==> config.mk <==
export PLATFORM = sky130hd
export DESIGN_NAME = oldest_replacement_watch_table
export DESIGN_NICKNAME = d
export VERILOG_FILES = /design/src/owr_pkg.sv /design/src/owr_store.sv /design/src/owr_ctrl.sv /design/src/oldest_replacement_watch_table.sv
export SDC_FILE = /design/constraint.sdc
export NUM_CORES = 1
export LEC_CHECK = 0
export ABC_AREA = 1
export BUFFER_PORTS_ARGS = -buffer_cell sky130_fd_sc_hd__clkbuf_2
export CAP_MARGIN = 10
export CORE_MARGIN = 1
export CORE_UTILIZATION = 43
export DETAILED_ROUTE_END_ITERATION = 10
export GPL_ROUTABILITY_DRIVEN = 0
export PLACE_DENSITY_LB_ADDON = 0.08
export SLEW_MARGIN = 25
export SYNTH_ARGS = -nofsm -noshare
export SYNTH_HDL_FRONTEND = slang
export SYNTH_SLANG_ARGS = --single-unit
==> constraint.sdc <==
create_clock -name clock -period 5.7 [get_ports clock]
set_clock_uncertainty 0.2 [all_clocks]
set_input_delay 0.285 -clock clock [delete_from_list [all_inputs] [get_ports clock]]
set_output_delay 0.285 -clock clock [all_outputs]
set_load 0.005 [all_outputs]
==> src/owr_pkg.sv <==
// Shared constants, codes and types of the oldest-replacement watch table.
package owr_pkg;

   localparam int TABLE_ENTRIES_DEFAULT = 8;
   localparam int SIGNAL_COUNT          = 1024;

   localparam int SIG_W    = 10;
   localparam int STAMP_W  = 32;
   localparam int MODE_W   = 2;
   localparam int STATUS_W = 3;
   localparam int SLOT_W   = 3;
   localparam int CMP_W    = 17;

   localparam logic [MODE_W-1:0] MODE_ADD    = 2'd0;
   localparam logic [MODE_W-1:0] MODE_REMOVE = 2'd1;
   localparam logic [MODE_W-1:0] MODE_CLEAR  = 2'd2;
   localparam logic [MODE_W-1:0] MODE_UNUSED = 2'd3;

   localparam logic [STATUS_W-1:0] STATUS_ADDED_FREE    = 3'd0;
   localparam logic [STATUS_W-1:0] STATUS_ADDED_REPLACE = 3'd1;
   localparam logic [STATUS_W-1:0] STATUS_PRESENT       = 3'd2;
   localparam logic [STATUS_W-1:0] STATUS_REMOVED       = 3'd3;
   localparam logic [STATUS_W-1:0] STATUS_NOT_PRESENT   = 3'd4;
   localparam logic [STATUS_W-1:0] STATUS_CLEARED       = 3'd5;

   typedef enum logic [2:0] {
      ST_IDLE   = 3'b001,
      ST_SCAN   = 3'b010,
      ST_FINISH = 3'b100
   } state_type;

   typedef struct packed {
      logic wr_en;
      logic clr_one;
      logic clr_all;
   } store_cmd_type;

endpackage

==> src/owr_store.sv <==
// Entry storage: signal and stamp memories with flip-flop valid bits.
module owr_store #(
   parameter int TABLE_ENTRIES = owr_pkg::TABLE_ENTRIES_DEFAULT,
   parameter int IDX_W         = (TABLE_ENTRIES > 1) ? $clog2(TABLE_ENTRIES) : 1
) (
   input  logic                        clock,
   input  logic                        reset,
   input  logic [IDX_W-1:0]            rd_addr,
   output logic                        rd_valid,
   output logic [owr_pkg::SIG_W-1:0]   rd_sig,
   output logic [owr_pkg::STAMP_W-1:0] rd_stamp,
   input  owr_pkg::store_cmd_type      cmd,
   input  logic [IDX_W-1:0]            wr_addr,
   input  logic [owr_pkg::SIG_W-1:0]   wr_sig,
   input  logic [owr_pkg::STAMP_W-1:0] wr_stamp
);

   logic [owr_pkg::SIG_W-1:0]   sig_mem_ff   [TABLE_ENTRIES];
   logic [owr_pkg::STAMP_W-1:0] stamp_mem_ff [TABLE_ENTRIES];
   logic [TABLE_ENTRIES-1:0]    valid_ff;
   logic [TABLE_ENTRIES-1:0]    valid_in;
   logic                        rd_valid_ff;
   logic [owr_pkg::SIG_W-1:0]   rd_sig_ff;
   logic [owr_pkg::STAMP_W-1:0] rd_stamp_ff;

   always_ff @(posedge clock) begin
      if (cmd.wr_en) begin
         sig_mem_ff[wr_addr]   <= wr_sig;
         stamp_mem_ff[wr_addr] <= wr_stamp;
      end
      rd_sig_ff   <= sig_mem_ff[rd_addr];
      rd_stamp_ff <= stamp_mem_ff[rd_addr];
      rd_valid_ff <= valid_ff[rd_addr];
   end

   always_comb begin
      valid_in = valid_ff;
      if (cmd.clr_all) begin
         valid_in = '0;
      end else if (cmd.clr_one) begin
         valid_in[wr_addr] = 1'b0;
      end else if (cmd.wr_en) begin
         valid_in[wr_addr] = 1'b1;
      end
   end

   always_ff @(posedge clock) begin
      if (reset) begin
         valid_ff <= '0;
      end else begin
         valid_ff <= valid_in;
      end
   end

   assign rd_valid = rd_valid_ff;
   assign rd_sig   = rd_sig_ff;
   assign rd_stamp = rd_stamp_ff;

endmodule

==> src/owr_ctrl.sv <==
// Command sequencer: entry scan with a shared compare unit, decision and result register.
module owr_ctrl #(
   parameter int TABLE_ENTRIES = owr_pkg::TABLE_ENTRIES_DEFAULT,
   parameter int IDX_W         = (TABLE_ENTRIES > 1) ? $clog2(TABLE_ENTRIES) : 1
) (
   input  logic                         clock,
   input  logic                         reset,
   input  logic                         req_valid,
   output logic                         req_stall,
   input  logic [owr_pkg::MODE_W-1:0]   req_mode,
   input  logic [owr_pkg::SIG_W-1:0]    req_signal_index,
   output logic                         rsp_valid,
   input  logic                         rsp_stall,
   output logic [owr_pkg::STATUS_W-1:0] rsp_status,
   output logic [owr_pkg::SLOT_W-1:0]   rsp_slot,
   output logic                         rsp_evicted_valid,
   output logic [owr_pkg::SIG_W-1:0]    rsp_evicted_signal,
   output logic [IDX_W-1:0]             rd_addr,
   input  logic                         rd_valid,
   input  logic [owr_pkg::SIG_W-1:0]    rd_sig,
   input  logic [owr_pkg::STAMP_W-1:0]  rd_stamp,
   output owr_pkg::store_cmd_type       cmd,
   output logic [IDX_W-1:0]             wr_addr,
   output logic [owr_pkg::SIG_W-1:0]    wr_sig,
   output logic [owr_pkg::STAMP_W-1:0]  wr_stamp
);

   localparam int                SLOT_EXT_W = IDX_W + owr_pkg::SLOT_W;
   localparam logic [IDX_W-1:0]  LAST_IDX   = IDX_W'(TABLE_ENTRIES - 1);

   owr_pkg::state_type state_ff, state_in;

   logic [owr_pkg::MODE_W-1:0]   mode_ff, mode_in;
   logic [owr_pkg::SIG_W-1:0]    sig_ff, sig_in;
   logic                         bad_ff, bad_in;
   logic [IDX_W-1:0]             cnt_ff, cnt_in;
   logic                         issue_ff, issue_in;
   logic                         eval_ff, eval_in;
   logic [IDX_W-1:0]             eval_idx_ff, eval_idx_in;
   logic                         found_ff, found_in;
   logic [IDX_W-1:0]             match_ff, match_in;
   logic                         have_free_ff, have_free_in;
   logic [IDX_W-1:0]             free_ff, free_in;
   logic                         have_old_ff, have_old_in;
   logic [IDX_W-1:0]             old_slot_ff, old_slot_in;
   logic [owr_pkg::STAMP_W-1:0]  old_stamp_ff, old_stamp_in;
   logic [owr_pkg::SIG_W-1:0]    old_sig_ff, old_sig_in;
   logic [owr_pkg::STAMP_W-1:0]  counter_ff, counter_in;

   logic                         rsp_valid_ff, rsp_valid_in;
   logic [owr_pkg::STATUS_W-1:0] rsp_status_ff, rsp_status_in;
   logic [owr_pkg::SLOT_W-1:0]   rsp_slot_ff, rsp_slot_in;
   logic                         rsp_ev_valid_ff, rsp_ev_valid_in;
   logic [owr_pkg::SIG_W-1:0]    rsp_ev_sig_ff, rsp_ev_sig_in;

   logic                         accept;
   logic                         out_free;
   logic                         fire;
   logic                         sig_match;
   logic                         stamp_older;
   logic [owr_pkg::STATUS_W-1:0] sel_status;
   logic [IDX_W-1:0]             sel_slot;
   logic                         sel_evict;
   logic                         sel_write;
   logic                         sel_clr_one;
   logic                         sel_clr_all;
   logic [SLOT_EXT_W-1:0]        slot_ext;

   assign accept   = req_valid && !req_stall;
   assign out_free = !rsp_valid_ff || !rsp_stall;
   assign fire     = (state_ff == owr_pkg::ST_FINISH) && out_free;

   assign sig_match   = rd_sig == sig_ff;
   assign stamp_older = rd_stamp < old_stamp_ff;

   // decide the command outcome from the scan results
   always_comb begin
      sel_status  = owr_pkg::STATUS_NOT_PRESENT;
      sel_slot    = '0;
      sel_evict   = 1'b0;
      sel_write   = 1'b0;
      sel_clr_one = 1'b0;
      sel_clr_all = 1'b0;
      if (mode_ff == owr_pkg::MODE_CLEAR) begin
         sel_status  = owr_pkg::STATUS_CLEARED;
         sel_clr_all = 1'b1;
      end else if (bad_ff) begin
         sel_status = owr_pkg::STATUS_NOT_PRESENT;
      end else if (mode_ff == owr_pkg::MODE_REMOVE) begin
         if (found_ff) begin
            sel_status  = owr_pkg::STATUS_REMOVED;
            sel_slot    = match_ff;
            sel_clr_one = 1'b1;
         end
      end else if (found_ff) begin
         sel_status = owr_pkg::STATUS_PRESENT;
         sel_slot   = match_ff;
      end else if (have_free_ff) begin
         sel_status = owr_pkg::STATUS_ADDED_FREE;
         sel_slot   = free_ff;
         sel_write  = 1'b1;
      end else begin
         sel_status = owr_pkg::STATUS_ADDED_REPLACE;
         sel_slot   = old_slot_ff;
         sel_evict  = 1'b1;
         sel_write  = 1'b1;
      end
   end

   always_comb begin
      state_in     = state_ff;
      mode_in      = mode_ff;
      sig_in       = sig_ff;
      bad_in       = bad_ff;
      cnt_in       = cnt_ff;
      issue_in     = issue_ff;
      eval_in      = 1'b0;
      eval_idx_in  = cnt_ff;
      found_in     = found_ff;
      match_in     = match_ff;
      have_free_in = have_free_ff;
      free_in      = free_ff;
      have_old_in  = have_old_ff;
      old_slot_in  = old_slot_ff;
      old_stamp_in = old_stamp_ff;
      old_sig_in   = old_sig_ff;
      counter_in   = counter_ff;
      case (state_ff)
         owr_pkg::ST_IDLE: begin
            if (accept) begin
               mode_in      = req_mode;
               sig_in       = req_signal_index;
               bad_in       = (req_mode == owr_pkg::MODE_UNUSED) ||
                  ({{(owr_pkg::CMP_W - owr_pkg::SIG_W){1'b0}}, req_signal_index} >=
                   owr_pkg::CMP_W'(owr_pkg::SIGNAL_COUNT));
               cnt_in       = '0;
               issue_in     = 1'b1;
               found_in     = 1'b0;
               match_in     = '0;
               have_free_in = 1'b0;
               free_in      = '0;
               have_old_in  = 1'b0;
               old_slot_in  = '0;
               old_stamp_in = '0;
               old_sig_in   = '0;
               if (req_mode == owr_pkg::MODE_CLEAR || bad_in) begin
                  state_in = owr_pkg::ST_FINISH;
               end else begin
                  state_in = owr_pkg::ST_SCAN;
               end
            end
         end
         owr_pkg::ST_SCAN: begin
            if (issue_ff) begin
               eval_in = 1'b1;
               if (cnt_ff == LAST_IDX) begin
                  issue_in = 1'b0;
               end else begin
                  cnt_in = cnt_ff + 1'b1;
               end
            end
            if (eval_ff) begin
               if (rd_valid) begin
                  if (!found_ff && sig_match) begin
                     found_in = 1'b1;
                     match_in = eval_idx_ff;
                  end
                  if (!have_old_ff || stamp_older) begin
                     have_old_in  = 1'b1;
                     old_slot_in  = eval_idx_ff;
                     old_stamp_in = rd_stamp;
                     old_sig_in   = rd_sig;
                  end
               end else if (!have_free_ff) begin
                  have_free_in = 1'b1;
                  free_in      = eval_idx_ff;
               end
               if (!issue_ff) begin
                  state_in = owr_pkg::ST_FINISH;
               end
            end
         end
         owr_pkg::ST_FINISH: begin
            if (out_free) begin
               if (sel_write) begin
                  counter_in = counter_ff + 1'b1;
               end
               state_in = owr_pkg::ST_IDLE;
            end
         end
         default: begin
            state_in = owr_pkg::ST_IDLE;
         end
      endcase
   end

   // result register: load on finish, drop on transfer
   always_comb begin
      slot_ext        = SLOT_EXT_W'(sel_slot);
      rsp_status_in   = rsp_status_ff;
      rsp_slot_in     = rsp_slot_ff;
      rsp_ev_valid_in = rsp_ev_valid_ff;
      rsp_ev_sig_in   = rsp_ev_sig_ff;
      rsp_valid_in    = rsp_valid_ff && rsp_stall;
      if (fire) begin
         rsp_valid_in    = 1'b1;
         rsp_status_in   = sel_status;
         rsp_slot_in     = slot_ext[owr_pkg::SLOT_W-1:0];
         rsp_ev_valid_in = sel_evict;
         rsp_ev_sig_in   = sel_evict ? old_sig_ff : '0;
      end
   end

   always_ff @(posedge clock) begin
      if (reset) begin
         state_ff     <= owr_pkg::ST_IDLE;
         issue_ff     <= 1'b0;
         eval_ff      <= 1'b0;
         counter_ff   <= '0;
         rsp_valid_ff <= 1'b0;
      end else begin
         state_ff     <= state_in;
         issue_ff     <= issue_in;
         eval_ff      <= eval_in;
         counter_ff   <= counter_in;
         rsp_valid_ff <= rsp_valid_in;
      end
   end

   always_ff @(posedge clock) begin
      mode_ff         <= mode_in;
      sig_ff          <= sig_in;
      bad_ff          <= bad_in;
      cnt_ff          <= cnt_in;
      eval_idx_ff     <= eval_idx_in;
      found_ff        <= found_in;
      match_ff        <= match_in;
      have_free_ff    <= have_free_in;
      free_ff         <= free_in;
      have_old_ff     <= have_old_in;
      old_slot_ff     <= old_slot_in;
      old_stamp_ff    <= old_stamp_in;
      old_sig_ff      <= old_sig_in;
      rsp_status_ff   <= rsp_status_in;
      rsp_slot_ff     <= rsp_slot_in;
      rsp_ev_valid_ff <= rsp_ev_valid_in;
      rsp_ev_sig_ff   <= rsp_ev_sig_in;
   end

   assign req_stall          = state_ff != owr_pkg::ST_IDLE;
   assign rsp_valid          = rsp_valid_ff;
   assign rsp_status         = rsp_status_ff;
   assign rsp_slot           = rsp_slot_ff;
   assign rsp_evicted_valid  = rsp_ev_valid_ff;
   assign rsp_evicted_signal = rsp_ev_sig_ff;

   assign rd_addr     = cnt_ff;
   assign cmd.wr_en   = fire && sel_write;
   assign cmd.clr_one = fire && sel_clr_one;
   assign cmd.clr_all = fire && sel_clr_all;
   assign wr_addr     = sel_slot;
   assign wr_sig      = sig_ff;
   assign wr_stamp    = counter_ff;

endmodule

==> src/oldest_replacement_watch_table.sv <==
// Add and remove scan the entries one at a time through the shared match/stamp compare
// unit, behind a registered read stage, then decide and write back in the finish state;
// clear and rejected commands skip the scan and go straight to the finish state.
// A new command is taken only once the previous one has left the finish state, which
// waits while the reply register is still held by rsp_stall.
// Reset: synchronous, clears all valid bits, the add counter and both handshakes.
module oldest_replacement_watch_table #(
   parameter int TABLE_ENTRIES = owr_pkg::TABLE_ENTRIES_DEFAULT
) (
   input  logic                         clock,
   input  logic                         reset,
   input  logic                         req_valid,
   output logic                         req_stall,
   input  logic [owr_pkg::MODE_W-1:0]   req_mode,
   input  logic [owr_pkg::SIG_W-1:0]    req_signal_index,
   output logic                         rsp_valid,
   input  logic                         rsp_stall,
   output logic [owr_pkg::STATUS_W-1:0] rsp_status,
   output logic [owr_pkg::SLOT_W-1:0]   rsp_slot,
   output logic                         rsp_evicted_valid,
   output logic [owr_pkg::SIG_W-1:0]    rsp_evicted_signal
);

   localparam int IDX_W = (TABLE_ENTRIES > 1) ? $clog2(TABLE_ENTRIES) : 1;

   logic [IDX_W-1:0]            rd_addr;
   logic                        rd_valid;
   logic [owr_pkg::SIG_W-1:0]   rd_sig;
   logic [owr_pkg::STAMP_W-1:0] rd_stamp;
   owr_pkg::store_cmd_type      cmd;
   logic [IDX_W-1:0]            wr_addr;
   logic [owr_pkg::SIG_W-1:0]   wr_sig;
   logic [owr_pkg::STAMP_W-1:0] wr_stamp;

   owr_ctrl #(
      .TABLE_ENTRIES (TABLE_ENTRIES),
      .IDX_W         (IDX_W)
   ) u_ctrl (
      .clock              (clock),
      .reset              (reset),
      .req_valid          (req_valid),
      .req_stall          (req_stall),
      .req_mode           (req_mode),
      .req_signal_index   (req_signal_index),
      .rsp_valid          (rsp_valid),
      .rsp_stall          (rsp_stall),
      .rsp_status         (rsp_status),
      .rsp_slot           (rsp_slot),
      .rsp_evicted_valid  (rsp_evicted_valid),
      .rsp_evicted_signal (rsp_evicted_signal),
      .rd_addr            (rd_addr),
      .rd_valid           (rd_valid),
      .rd_sig             (rd_sig),
      .rd_stamp           (rd_stamp),
      .cmd                (cmd),
      .wr_addr            (wr_addr),
      .wr_sig             (wr_sig),
      .wr_stamp           (wr_stamp)
   );

   owr_store #(
      .TABLE_ENTRIES (TABLE_ENTRIES),
      .IDX_W         (IDX_W)
   ) u_store (
      .clock    (clock),
      .reset    (reset),
      .rd_addr  (rd_addr),
      .rd_valid (rd_valid),
      .rd_sig   (rd_sig),
      .rd_stamp (rd_stamp),
      .cmd      (cmd),
      .wr_addr  (wr_addr),
      .wr_sig   (wr_sig),
      .wr_stamp (wr_stamp)
   );

endmodule

==> summary.md <==
| Metric | Value |
|---|---|
| Vias | `12877` |
| Mapped Avg Cell Area | `11.4 sq um` |
| Final hold vios | `0` |
| DIE WIDTH | `221 microns` |
| Final-report setup violation count | `0` |
| Clk pwr share | `33.3%` |
| Global-route wire length before repair | `73100 microns` |
| Layout cell share with drive strength beyond 1 | `9.21%` |
| Max Clk Rate | `266 MHz` |
| Period utilisation layout | `65.8%` |
| Vias in the first global route | `12658` |
| CP Data Required Time | `5.77 ns` |
| FF+latch count, synth | `515` |
| Top cell type's share of synthesized area | `61.8%` |
| Combinational share of power | `20.5%` |
| Synth area leader | `edfxtp_1` |
| CTS buffer count | `54` |
| Post-route setup TNS | `0 ns` |
| Post-Syn Area | `20600 sq um` |
| ANT nets after route | `0` |
| Area grow syn2layout | `13.5%` |
| CP max-delay cell | `nor3_4` |
| Core ar. | `46900 sq um` |
| Peak VDD IR | `0.244 mV` |
| Switching part of the total | `29.9%` |
| Worst r2r path cells | `5` |
| Via density per instance | `5.16` |
| Post-synth top cells | `edfxtp_1, nor2_1, o21ai_0` |
| Later-pin clock latency in the skew report | `0.60 ns` |
| Worst Hold Launch | `reset` |
| Worst setup EP type | `flip-flop` |
| CTS H-tree lvls | `2` |
| Post-CTS Hold Buffers | `14` |
| Top_reg_cell synth | `edfxtp_1` |
| Most common cell in the netlist | `edfxtp_1` |
| Largest stage delay on the critical path | `0.96 ns` |
| Post-synthesis cell type count | `38` |
| Post-synthesis simple-gate area fraction | `12.7%` |
| Hold endpoint | `u_ctrl.wr_stamp[12]$_SDFFE_PP0P_` |
| Post-synthesis compound-gate area fraction | `9.19%` |
| Worst-path clk slew | `0.06 ns` |
| Initial antenna violation count | `0` |
| HPWL Detailed | `27100 microns` |
| NetSw | `3.15 mW` |
| Failing checks | `design-rule violations` |
| Status | `finished with violations` |
| Pint | `7.37 mW` |
| R2R Setup Slk | `1.95 ns` |
| Multiplexer share of the synthesized area | `0%` |
| Lkg Pwr | `8.14 nW` |
| Worst slew margin | `35.9%` |
| Overall routing resource usage | `19.9%` |
| Root buf cell | `clkbuf_16` |
| Initial core utilization | `43.9%` |
| Post-CTS setup buffers | `0` |
| Synth Warn # | `0` |
| Synth area leaders | `edfxtp_1, dfxtp_1, nor2_1, o21ai_0, inv_1` |
| Number of synthesized flops with an enable pin | `423` |
| Max-cap violations | `0` |
| Number of diodes | `0` |
| Largest net degree at the start of global routing | `175` |
| DIE AREA | `48700 sq um` |
| Sequential-to-total area share from yosys stat | `70.8%` |
| Largest family of logic cells by synthesized area | `simple AND/OR/NAND/NOR gates` |
| Worst min-delay path class | `primary input to flip-flop` |
| Critical-path cell list | `nand4_2 > inv_1 > nand2_1 > nor3_4 > buf_4` |
| Tmin final | `3.75 ns` |
| Clock Tree Buf Depth | `3` |
| RSZ-0062 raised after global routing | `false` |
| Sink Count | `515` |
| I/O Pins | `35` |
| CP Class | `flip-flop to flip-flop` |
| Reg-to-Reg End | `u_store.stamp_mem_ff[7][24]$_DFFE_PP_` |
| Max Slew Vio Count | `0` |
| Die Span Y | `221 microns` |
| Adder-Cell Fraction of Synth Area | `2.07%` |
| Startpoint types | `flip-flop` |
| IO Port Bufs | `34` |
| Hold slack | `0.0843 ns` |
| DRC | `6` |
| Pwr dens | `451 nW/um^2` |
| Average wire per standard cell | `18.9 microns` |
| Crit-path max FO | `20` |
| Worst hold path depth | `2` |
| Total Wirelength | `47100 microns` |
| FF-to-FF Start | `u_ctrl.state_ff[2]$_SDFFE_PP0P_` |
| Worst-margin pin slew | `0.959 ns` |
| Filler cells | `4158` |
| WP data arrival | `3.82 ns` |
| Reg power frac | `46.2%` |
| Drt pass-1 iters | `8` |
| Mapped Cells | `1797` |
| GR Overflow Total | `0` |
| Synth Area in XOR/XNOR | `0.597%` |
| CTS tree | `done` |
| Post-Synthesis Net Count | `1847` |
| 1st-iter DRT viols | `964` |
| Async SR Flop Fraction | `0%` |
| NumNets Final | `1893` |
| Row cnt | `79` |
| Post-CTS Resized | `0` |
-- sequential cells by signal (all words and copies together), names as in the netlist, 32 cells and up, named ones only --
signal and count:
u_store.stamp_mem_ff 256, u_store.sig_mem_ff 80, u_ctrl.old_stamp_ff 32, u_ctrl.wr_stamp 32, u_store.rd_stamp 32
-- cell usage in the layout (no fill, tap or decap), drive strengths merged, types with 16 or more instances in the layout --
master,netlist,final
edfxtp,423,423
nor2,421,421
o21ai,201,201
inv,167,166
nand2,149,149
clkbuf,52,116
dfxtp,92,92
a21oi,56,56
a31oi,45,45
o22ai,42,42
ha,34,34
nor3,25,25
nand3,22,22
buf,27,21
nand4,16,16
clkinv,0,16
-- through the flow --
stage / total power [mW] / instances / worst slack, ns / utilization [%] / area [sq um]
after floorplan: 6.37 / 1797 / 1.65 / - / 20600
after global placement: 7.03 / 2378 / 1.93 / 45.5 / 21300
after detailed placement: 7.11 / 2380 / 1.89 / 45.7 / 21400
after CTS: 10.6 / 2496 / 1.87 / 49.8 / 23300
after global routing: 11.1 / 2496 / 1.66 / 49.8 / 23300
final: 10.5 / 2496 / 1.95 / 49.8 / 23300
-- critical path: cells and delay by family, from the launching register on --
family / cells / cell delay [ns]
buffers and inverters: 2 / 0.98
DFF: 1 / 0.45
and+or+nand+nor: 3 / 1.77
-- power by group through the flow --
stage	logic, mW	registers [mW]	clock network (mW)
2_1_floorplan	1.50	4.87	0
3_3_place_gp	2.09	4.94	0
3_5_place_dp	2.16	4.95	0
4_1_cts	2.18	4.87	3.59
5_1_grt	2.47	4.91	3.74
6_report	2.15	4.86	3.50
-- metal layers --
metal / vias up / global-route usage (%) / part of all wire [%]
met3: 73 / 3.07 / 4.0
met2: 248 / 31.7 / 45
li1: 6318 / - / -
met4: 0 / 5.94 / 2.3
met5: - / 0 / 0
met1: 6238 / 28.2 / 48
-- how the worst max path moves through the flow --
stage / from / end / slack [ns] / cells after the start
after floorplan: u_ctrl.old_stamp_ff[5]$_SDFFCE_PN0P_ / u_ctrl.have_old_ff$_DFFE_PP_ / 1.65 / 11
after global placement: rsp_stall / u_store.stamp_mem_ff[2][23]$_DFFE_PP_ / 1.93 / 7
after detailed placement: u_ctrl.state_ff[2]$_SDFFE_PP0P_ / u_store.stamp_mem_ff[7][26]$_DFFE_PP_ / 1.89 / 5
after CTS: u_ctrl.state_ff[2]$_SDFFE_PP0P_ / u_store.stamp_mem_ff[7][24]$_DFFE_PP_ / 1.87 / 5
after global routing: u_ctrl.state_ff[2]$_SDFFE_PP0P_ / u_store.stamp_mem_ff[7][24]$_DFFE_PP_ / 1.66 / 5
final: u_ctrl.state_ff[2]$_SDFFE_PP0P_ / u_store.stamp_mem_ff[7][24]$_DFFE_PP_ / 1.95 / 5
-- layout make-up --
type,count,area [sq um],area share [%]
flip-flops and latches,515,14500,62.3
multi-input cells,1036,5080,21.8
clock buffers,82,1600,6.85
well taps,607,759,3.26
inverters,167,631,2.70
repair buffers,69,520,2.23
clock inverters,20,199,0.853
-- cells by family after synthesis --
| group | Yosys count |
|---|---|
| simple gates | 637 |
| flops | 515 |
| compound gates | 351 |
| buf+inv | 246 |
| fa+ha+maj | 34 |
| xor+xnor | 14 |
No activity file was read; power rests on OpenSTA's default activity.
